**config.mk**
```make
export PLATFORM = sky130hd
export DESIGN_NAME = lwcrm_ctrl
export DESIGN_NICKNAME = d
export VERILOG_FILES = /design/src/design/lwcrm_pkg.sv /design/src/design/lwcrm_ctrl.sv
export SDC_FILE = /design/constraint.sdc
export NUM_CORES = 1
export LEC_CHECK = 0
export BUFFER_PORTS_ARGS = -buffer_cell sky130_fd_sc_hd__buf_2
export CAP_MARGIN = 30
export CORE_AREA = 2 2 39 41
export DETAILED_ROUTE_END_ITERATION = 16
export DIE_AREA = 0 0 41 43
export PLACE_DENSITY = 0.65
export SLEW_MARGIN = 10
export SYNTH_ARGS = -nofsm -noshare
export SYNTH_HDL_FRONTEND = slang
export SYNTH_SLANG_ARGS = --single-unit
```
**constraint.sdc**
```tcl
create_clock -name clk -period 2.03 [get_ports clk]
set_input_delay 0.406 -clock clk [delete_from_list [all_inputs] [get_ports clk]]
set_output_delay 0.406 -clock clk [all_outputs]
set_load 0.005 [all_outputs]
```
**src/design/lwcrm_pkg.sv**
```systemverilog
// Package with shared constants, types and the controller interface structs.
`timescale 1ns / 1ps
package lwcrm_pkg;

    localparam int STORE_DEPTH = 1024;
    localparam int COUNT_BITS  = 16;
    localparam int ADDR_BITS   = $clog2(STORE_DEPTH);
    localparam int TOTAL_BITS  = $clog2(STORE_DEPTH + 1);
    localparam int MED_BITS    = COUNT_BITS + 1;

    localparam logic [7:0] CH_NEWLINE = 8'd10;
    localparam logic [7:0] CH_SPACE   = 8'd32;
    localparam logic [7:0] CH_TAB     = 8'd9;
    localparam logic [7:0] CH_VT      = 8'd11;
    localparam logic [7:0] CH_FF      = 8'd12;
    localparam logic [7:0] CH_CR      = 8'd13;
    localparam logic [7:0] CH_DOT     = 8'd46;
    localparam logic [7:0] CH_DASH    = 8'd45;
    localparam logic [7:0] CH_QUERY   = 8'd63;
    localparam logic [7:0] CH_COMMA   = 8'd44;

    typedef logic [COUNT_BITS-1:0] count_t;
    typedef logic [MED_BITS-1:0]   median_t;
    typedef logic [TOTAL_BITS-1:0] total_t;

    // Commands from the controller to the datapath.
    typedef struct packed {
        logic take;
        logic latch_line;
        logic scan_rd;
        logic shift_wr;
        logic ins_wr;
        logic med_rd_hi;
        logic med_rd_lo;
        logic out_load;
    } lwcrm_cmd_t;

    // Status from the datapath to the controller.
    typedef struct packed {
        logic   newline;
        logic   store_full;
        logic   total_zero;
        logic   k_one;
        logic   ge;
        logic   out_free;
        total_t total;
    } lwcrm_stat_t;

endpackage

```
**src/design/lwcrm_ctrl.sv**
```systemverilog
// Controller state machine for line insertion and median readout.
`timescale 1ns / 1ps
module lwcrm_ctrl (
    input  logic                  clk,
    input  logic                  rst_n,
    input  logic                  in_valid,
    output logic                  in_ready,
    input  lwcrm_pkg::lwcrm_stat_t st,
    output lwcrm_pkg::lwcrm_cmd_t  cmd
);
    import lwcrm_pkg::*;

    typedef enum logic [6:0] {
        S_IDLE     = 7'b0000001,
        S_SCAN_RD  = 7'b0000010,
        S_SCAN_CMP = 7'b0000100,
        S_INS      = 7'b0001000,
        S_MED_HI   = 7'b0010000,
        S_MED_LO   = 7'b0100000,
        S_MED_SUM  = 7'b1000000
    } state_t;

    state_t state_reg;
    state_t state_next;

    // State register.
    always_ff @(posedge clk or negedge rst_n)
    begin
        if (!rst_n)
        begin
            state_reg <= S_IDLE;
        end
        else
        begin
            state_reg <= state_next;
        end
    end

    assign in_ready = (state_reg == S_IDLE);

    // Next state and command decode.
    always_comb
    begin
        state_next = state_reg;
        cmd        = '0;
        cmd.take   = in_valid && in_ready;
        case (state_reg)
            S_IDLE:
            begin
                if (in_valid && st.newline)
                begin
                    cmd.latch_line = 1'b1;
                    if (st.store_full)
                    begin
                        state_next = S_MED_HI;
                    end
                    else if (st.total_zero)
                    begin
                        state_next = S_INS;
                    end
                    else
                    begin
                        state_next = S_SCAN_RD;
                    end
                end
            end
            S_SCAN_RD:
            begin
                cmd.scan_rd = 1'b1;
                state_next  = S_SCAN_CMP;
            end
            S_SCAN_CMP:
            begin
                if (st.ge)
                begin
                    cmd.shift_wr = 1'b1;
                    state_next   = st.k_one ? S_INS : S_SCAN_RD;
                end
                else
                begin
                    state_next = S_INS;
                end
            end
            S_INS:
            begin
                cmd.ins_wr = 1'b1;
                state_next = S_MED_HI;
            end
            S_MED_HI:
            begin
                cmd.med_rd_hi = 1'b1;
                state_next    = S_MED_LO;
            end
            S_MED_LO:
            begin
                cmd.med_rd_lo = 1'b1;
                state_next    = S_MED_SUM;
            end
            S_MED_SUM:
            begin
                if (st.out_free)
                begin
                    cmd.out_load = 1'b1;
                    state_next   = S_IDLE;
                end
            end
            default:
            begin
                state_next = S_IDLE;
            end
        endcase
    end

endmodule

```
==> reports/results.tsv, run 1 <==
metric	value	unit
Synth Flop Type	dfrtp_1	
internal power	465	uW
number of synthesized register bits	7	
Die Height	43	um
Layout area overhead	42.2	%
share of cells above drive strength 1	47.2	%
Hold Path Depth	3	
P_leak	0.329	nW
Seq/Total Area, Yosys	40.2	%
Post-synth top cells	nor2_1 (8), dfrtp_1 (6), inv_1 (4)	
post-DR vias/cell	4.84	
final hold violations	0	
CP Data Arrival Time	1.54	ns
DR iter-0 viols	4	
Hold EP	state_reg[3]	
CTS tree	built	
max reg flops	7	
reg-to-reg slack, setup	0.22	ns
Cell Area, Synth	439	um2
crit start category	flip-flop	
FILL cells	133	
clk_lat worst skew	0.25	ns
syn nets	68	
min-delay src	st[14]	
top cell type by total area after synthesis	dfrtp_1	
max frequency	515	MHz
switching portion of total power	37.8	%
Seq. cell area	176	um2
period utilisation layout	95.6	%
Crit Path Max Fanout	6	
H-tree depth	1	
type of the most critical hold path	input pin to flip-flop	
GRT Total Usage	12.6	%
multi-input logic area	269	um2
Layout Utilization	45.1	%
number of port buffers	17	
CP cell instances	nor3_2, and4b_2, and3_1, buf_2	
Slew Viols, Final	0	
GRT Residual Overflow	0	
core area	1380	um2
synth warn	0	
pin count of the biggest net entering global routing	8	
max cap viols	0	
antenna violation net count after detailed routing	0	
Setup CP Type	flip-flop to output pin	
Power Dens Cells	1200	nW/um2
sequential share of power	31.6	%
Clock transition at path regs	0.05	ns
initial antenna violation count	0	
FF-to-FF path depth	5	
Period minus WS final	1.94	ns
Least-Margin Pin Slew	0.270	ns
synthesized area per cell	9.15	um2
clk sinks	7	
ys async rst share	100	%
slowest stage delay, CP	0.41	ns
Clock Tree Buf Depth	2	
routed wire length	964	um
Comb pwr share	51.3	%
antenna fix cells	0	
RSZ-0062 raised after global routing	true	
Slew Limit Headroom	81.8	%
Avg WL per Cell	11.0	um
vias in the first global route	366	
status	finished clean	
row count	14	
Placer Congestion	0.661	
CP startpoint	state_reg[2]	
cts bufs inserted	3	
clk_skew	0.00592	ns
Pwr Total	748	uW
VDD IR max	552	uV
Mapped Cells	48	
Critical-path top delay cell	dfrtp_1	
Post-synth EDFFs	0	
switching pwr	283	uW
starting density of the core	31.7	%
Clk network pwr share	17.1	%
Worst setup EP type	output pin	
Vias	426	
clock root cell	clkbuf_4	
final setup vio count	0	
FF-to-FF Start	state_reg[0]	
Pre-antenna DRT Iters	3	
Reg2Reg Capture Point	state_reg[0]	
total die area	1760	um2
dpl hpwl	781	um
CP Data Required Time	1.62	ns
io pins	29	
most common cell in the netlist	nor2_1	
first-pass GRT wire length	1510	um
leading post-synthesis cells by cell area	dfrtp_1 (34%), and4b_1 (6.8%), nor2_1 (6.8%)	
DRC Markers	0	
overall die width	41	um
unique cell type count in the Yosys netlist	23	
Final nets	93	
post-synth top area share	34.2	%
==> how the worst max path moves through the flow <==
stage                        end  slack [ns]
after floorplan           cmd[6]        0.36
after global placement    cmd[6]        0.21
after detailed placement  cmd[4]        0.18
after CTS                 cmd[4]        0.04
after global routing      cmd[4]       -0.01
final                     cmd[6]        0.09
==> cells by family (layout without fill, tap and decap cells) <==
family	Yosys count	after routing	synth area share, %
simple gates	29	29	42.7
compound gates	7	7	12.5
flops	7	7	40.2
buf+inv	5	29	4.56
==> cell usage in the layout (no fill, tap or decap) <==
cell type,netlist,final
o41ai_2,1,1
inv_1,4,4
and3_2,2,2
nor4_4,0,1
nor3_2,0,1
buf_2,1,17
and3_4,1,1
dfrtp_1,6,6
and4b_1,3,2
nor3b_1,2,1
nor3b_2,0,1
nor4_1,2,1
a21oi_1,3,3
a21bo_2,1,1
dlygate4sd3_1,0,1
and2_1,2,2
nand3_1,1,1
clkbuf_1,0,1
and4b_2,0,1
or4b_4,1,1
buf_4,0,3
clkbuf_4,0,3
nand2_1,3,3
nand3b_1,1,1
o21ai_0,1,1
and4bb_1,1,1
and3_1,1,1
a32oi_1,1,1
nor2_1,8,8
dfstp_2,1,1
==> critical path, delay by kind of cell (launching register included) <==
family	cells	cell delay, ns
AND/OR/NAND/NOR	3	0.77
buffers and inverters	1	0.10
flip-flops	1	0.41
==> through the flow <==
stage	instance area [um2]	TNS [ns]	setup slack (ns)	hold slack (ns)	std cells
6_report	624	0	0.0889	0.427	88
5_1_grt	624	-0.0121	-0.0121	0.420	88
4_1_cts	618	0	0.0432	0.424	88
3_5_place_dp	562	0	0.183	0.246	83
3_3_place_gp	562	0	0.213	0.242	83
2_1_floorplan	439	0	0.365	0.110	48
==> repair_timing <==
action	in CTS	in global routing
endpoints found under the hold margin	6	0
hold buffers	1	0
setup buffers	0	0
gates resized for setup	3	2
pin swaps	0	1
endpoints found under the setup margin	4	4
==> metal layers <==
| metal | up-vias | GRT usage (%) | routed length, um |
|---|---|---|---|
| li1 | 229 | - | - |
| met1 | 182 | 15.6 | 404 |
| met2 | 15 | 20.3 | 481 |
| met3 | 0 | 6.28 | 78 |
| met4 | 0 | 0 | 0 |
| met5 | - | 0 | 0 |
==> power groups by stage <==
stage | Clock (mW) | Sequential (mW) | Combinational (mW)
after floorplan | 0 | 0.215 | 0.257
after global placement | 0 | 0.222 | 0.357
after detailed placement | 0 | 0.225 | 0.367
after CTS | 0.130 | 0.238 | 0.383
after global routing | 0.143 | 0.244 | 0.427
final | 0.128 | 0.236 | 0.384
==> area by class of cell <==
class | count | area share (%)
tap | 16 | 3.21
inverter | 4 | 2.40
clock buffer | 4 | 4.21
sequential | 7 | 28.3
multi-input combinational | 36 | 43.1
timing repair buffer | 21 | 18.8
(Power assumes the default switching activity.)
==> inputs of run 2 (changes only) <==
--- a/config.mk
+++ b/config.mk
@@ -11,7 +11,9 @@
 export DETAILED_ROUTE_END_ITERATION = 16
 export DIE_AREA = 0 0 41 43
 export PLACE_DENSITY = 0.65
-export SLEW_MARGIN = 10
+export SETUP_SLACK_MARGIN = 0.2
+export SKIP_CTS_REPAIR_TIMING = 1
+export SLEW_MARGIN = 5
 export SYNTH_ARGS = -nofsm -noshare
 export SYNTH_HDL_FRONTEND = slang
 export SYNTH_SLANG_ARGS = --single-unit
==> run 2 against run 1 <==
Non-clock buffer count increased by 8. Count of clock-buffer cells in the layout unchanged. Clock power rose by 3%. Critical path depth is the same. Setup slack got worse by 0.0096 ns. Power grew 33%. Sequential power hardly changed. Combinational power rose by 63%. Critical endpoint unchanged. Largest power group unchanged.
==> reports/results.tsv, run 2 (synthesis gave the netlist of run 1 again) <==
metric	value	unit
status	finished clean	
DRC Markers	0	
Final nets	101	
design area	749	um2
Layout area overhead	70.7	%
clk sinks	7	
antenna violation net count after detailed routing	0	
vias in the first global route	367	
number of port buffers	17	
Placer Congestion	0.661	
Setup CP Type	flip-flop to output pin	
total die area	1760	um2
crit start category	flip-flop	
Period minus WS final	1.95	ns
VDD IR max	718	uV
min-delay src	st[15]	
Hold EP	state_reg[4]	
pin count of the biggest net entering global routing	8	
type of the most critical hold path	input pin to flip-flop	
share of cells above drive strength 1	63.7	%
row count	14	
Avg WL per Cell	12.0	um
cts bufs inserted	3	
antenna fix cells	0	
Power Dens Cells	1330	nW/um2
Crit Path Max Fanout	5	
Layout Cells excl Fill	96	
CTS tree	built	
Least-Margin Pin Slew	0.269	ns
RSZ-0062 raised after global routing	true	
initial antenna violation count	0	
starting density of the core	31.7	%
CP startpoint	state_reg[2]	
Vias	464	
clk_skew	0.0126	ns
commonest non-fill, non-tap cell in the layout	buf_2	
io pins	29	
clock root cell	clkbuf_4	
dpl hpwl	781	um
GRT Residual Overflow	0	
Die Height	43	um
clk_lat worst skew	0.26	ns
DR iter-0 viols	4	
FF-to-FF Start	state_reg[0]	
FF-to-FF path depth	5	
P_leak	0.376	nW
final setup vio count	0	
Clock Tree Buf Depth	2	
period utilisation layout	96.1	%
max cap viols	0	
CP Data Arrival Time	1.54	ns
routed wire length	1150	um
Hold Path Depth	3	
Slew Viols, Final	0	
most frequent cells in the layout	buf_2 (14), buf_4 (10), nor2_1 (6)	
Placed Cells	83	
H-tree depth	1	
final hold violations	0	
Worst setup EP type	output pin	
overall die width	41	um
max frequency	513	MHz
max reg flops	7	
Clock transition at path regs	0.06	ns
core area	1380	um2
first-pass GRT wire length	1500	um
reg-to-reg slack, setup	0.23	ns
Reg2Reg Capture Point	state_reg[0]	
CP Data Required Time	1.62	ns
post-DR vias/cell	4.83	
Pre-antenna DRT Iters	2	
GRT Total Usage	12.5	%
dpl cell area	562	um2
Slew Limit Headroom	81.9	%
## run 2: per-layer routing
layer | wire length [um] | vias to the layer above | GRT usage (%)
met3 | 67 | 0 | 6.28
li1 | - | 244 | -
met5 | 0 | - | 0
met4 | 0 | 0 | 0
met2 | 573 | 14 | 20.3
met1 | 509 | 206 | 15.3
## run 2: worst max-delay path, stage by stage, from the launching register on
cell	delay, ns
dfrtp_2	0.44
nor3_4	0.24
and4b_2	0.34
and3_1	0.16
buf_2	0.10
## run 2: stage by stage
stage	setup slack, ns	setup TNS [ns]	power (mW)	utilization [%]	hold slack [ns]
floorplan	0.365	0	0.472	-	0.110
global placement	0.213	0	0.580	40.6	0.242
detailed placement	0.183	0	0.592	40.6	0.246
CTS	-0.107	-0.243	0.722	42.5	-0.0243
global route	0.00217	0	1.06	54.2	0.417
finish	0.0793	0	0.998	54.2	0.426
## run 2: final cells by class
cell class	count	area [um2]
Fill cell	125	634
Multi-Input combinational cell	36	307
Timing Repair Buffer	29	200
Sequential cell	7	181
Clock buffer	4	26.3
Tap cell	16	20.0
Inverter	4	15.0
## run 2: how the worst max path moves through the flow
stage / to / slack [ns]
after floorplan: cmd[6] / 0.36
after global placement: cmd[6] / 0.21
after detailed placement: cmd[4] / 0.18
after CTS: cmd[4] / -0.11
after global routing: cmd[4] / 0.002
final: cmd[6] / 0.08
## run 2: power by group
group          switching (mW)  internal (mW)
registers              0.0500          0.188
clock network          0.0566         0.0753
logic                   0.257          0.371
==> inputs of run 3 (changes only) <==
--- a/config.mk
+++ b/config.mk
@@ -5,7 +5,7 @@
 export SDC_FILE = /design/constraint.sdc
 export NUM_CORES = 1
 export LEC_CHECK = 0
-export BUFFER_PORTS_ARGS = -buffer_cell sky130_fd_sc_hd__buf_2
+export BUFFER_PORTS_ARGS = -buffer_cell sky130_fd_sc_hd__buf_4
 export CAP_MARGIN = 30
 export CORE_AREA = 2 2 39 41
 export DETAILED_ROUTE_END_ITERATION = 16
==> run 3 against run 2 <==
Cell area shrank 2.8%. Count of clock-buffer cells in the layout is the same. Sequential power grew 4%. Via count shrank 0.22%. Combinational power shrank 20%. Non-clock buffer count shrank 4. Worst hold slack lost 0.019 ns. Largest power group unchanged. Highest routed layer unchanged.
==> reports/results.tsv, run 3 (synthesis gave the netlist of run 1 again) <==
metric	value	unit
initial antenna violation count	0	
DRC Markers	0	
Placer Congestion	0.643	
antenna fix cells	0	
crit start category	flip-flop	
clk sinks	7	
FILL cells	133	
post-DR vias/cell	5.03	
P_leak	0.358	nW
DR iter-0 viols	4	
pin count of the biggest net entering global routing	8	
dpl hpwl	767	um
Clock transition at path regs	0.06	ns
core area	1380	um2
clk_lat worst skew	0.25	ns
clock root cell	clkbuf_4	
Period minus WS final	1.95	ns
RSZ-0062 raised after global routing	true	
VDD IR max	485	uV
clk_skew	0.000651	ns
GRT Total Usage	11.7	%
most frequent cells in the layout	buf_4 (22), nor2_1 (8), inv_1 (4)	
Final nets	97	
WL met2	602	um
cts bufs inserted	3	
Layout area overhead	65.8	%
total die area	1760	um2
Slew Limit Headroom	82.0	%
max cap viols	0	
Setup CP Type	flip-flop to output pin	
commonest non-fill, non-tap cell in the layout	buf_4	
Routed met1 length	470	um
Max Used Layer	met3	
Worst setup EP type	output pin	
status	finished clean	
max reg flops	7	
share of cells above drive strength 1	57.9	%
period utilisation layout	95.9	%
Clock Tree Buf Depth	2	
Vias	463	
vias in the first global route	375	
io pins	29	
max frequency	514	MHz
Pre-antenna DRT Iters	4	
Crit Path Max Fanout	4	
starting density of the core	31.7	%
Seq. cell area	180	um2
Avg WL per Cell	12.4	um
dpl cell area	612	um2
overall die width	41	um
final hold violations	0	
type of the most critical hold path	input pin to flip-flop	
CTS tree	built	
number of port buffers	17	
row count	14	
met3 wire length	67	um
first-pass GRT wire length	1390	um
Slew Viols, Final	0	
Die Height	43	um
GRT Residual Overflow	0	
CP Data Required Time	1.62	ns
Power Dens Cells	1210	nW/um2
H-tree depth	1	
multi-input logic area	289	um2
Least-Margin Pin Slew	0.269	ns
routed wire length	1140	um
antenna violation net count after detailed routing	0	
Layout Utilization	52.6	%
CP Data Arrival Time	1.54	ns
final setup vio count	0	
design area	728	um2
-- run 3: cell count changes in the layout (fill, tap and decap cells not counted), moves of 2 or more --
cell | before | now
buf_6 | 4 | 2
nor2_2 | 2 | 0
nor2_1 | 6 | 8
buf_4 | 10 | 22
buf_2 | 14 | 0
-- run 3: stage by stage --
step	hold slack (ns)	power [mW]	TNS [ns]	setup slack (ns)	instances
finish	0.407	0.880	0	0.0831	92
global route	0.417	0.940	0	0.0250	92
CTS	-0.0550	0.781	-0.235	-0.136	88
detailed placement	0.222	0.647	0	0.196	84
global placement	0.220	0.642	0	0.200	84
floorplan	0.110	0.472	0	0.365	48
-- run 3: metal layers --
metal  global-route usage (%)  vias up
li1                         -      230
met1                     13.0      215
met2                     20.0       18
met3                     4.71        0
met4                     2.00        0
met5                        0        -
-- run 3: final cells by class --
class                           count  area share (%)
Inverter                            4            2.06
Clock buffer                        4            3.61
Tap cell                           16            2.75
Multi-Input combinational cell     36            39.7
Sequential cell                     7            24.7
Timing Repair Buffer               25            27.1
-- run 3: critical path: stages (launching register included) --
cell,delay (ns)
dfrtp_2,0.43
nor4_4,0.33
and4bb_1,0.28
and2_1,0.14
buf_4,0.10
-- run 3: path summary, 6_finish.rpt --
path / endpoint / depth (start not counted) / start / slack, ns
min: state_reg[4] / 3 / st[15] / 0.41
max in group asynchronous: state_reg[0] / 2 / rst_n / 1.32
min in group asynchronous: state_reg[3] / 2 / rst_n / 0.50
max: cmd[4] / 4 / state_reg[1] / 0.08
min reg2reg: state_reg[5] / 1 / state_reg[4] / 0.61
max reg2reg: state_reg[0] / 5 / state_reg[0] / 0.23
-- run 3: power breakdown --
| group | internal [mW] | total (mW) | switching, mW |
|---|---|---|---|
| Sequential | 0.188 | 0.248 | 0.0598 |
| Combinational | 0.297 | 0.499 | 0.203 |
| Clock | 0.0754 | 0.132 | 0.0568 |
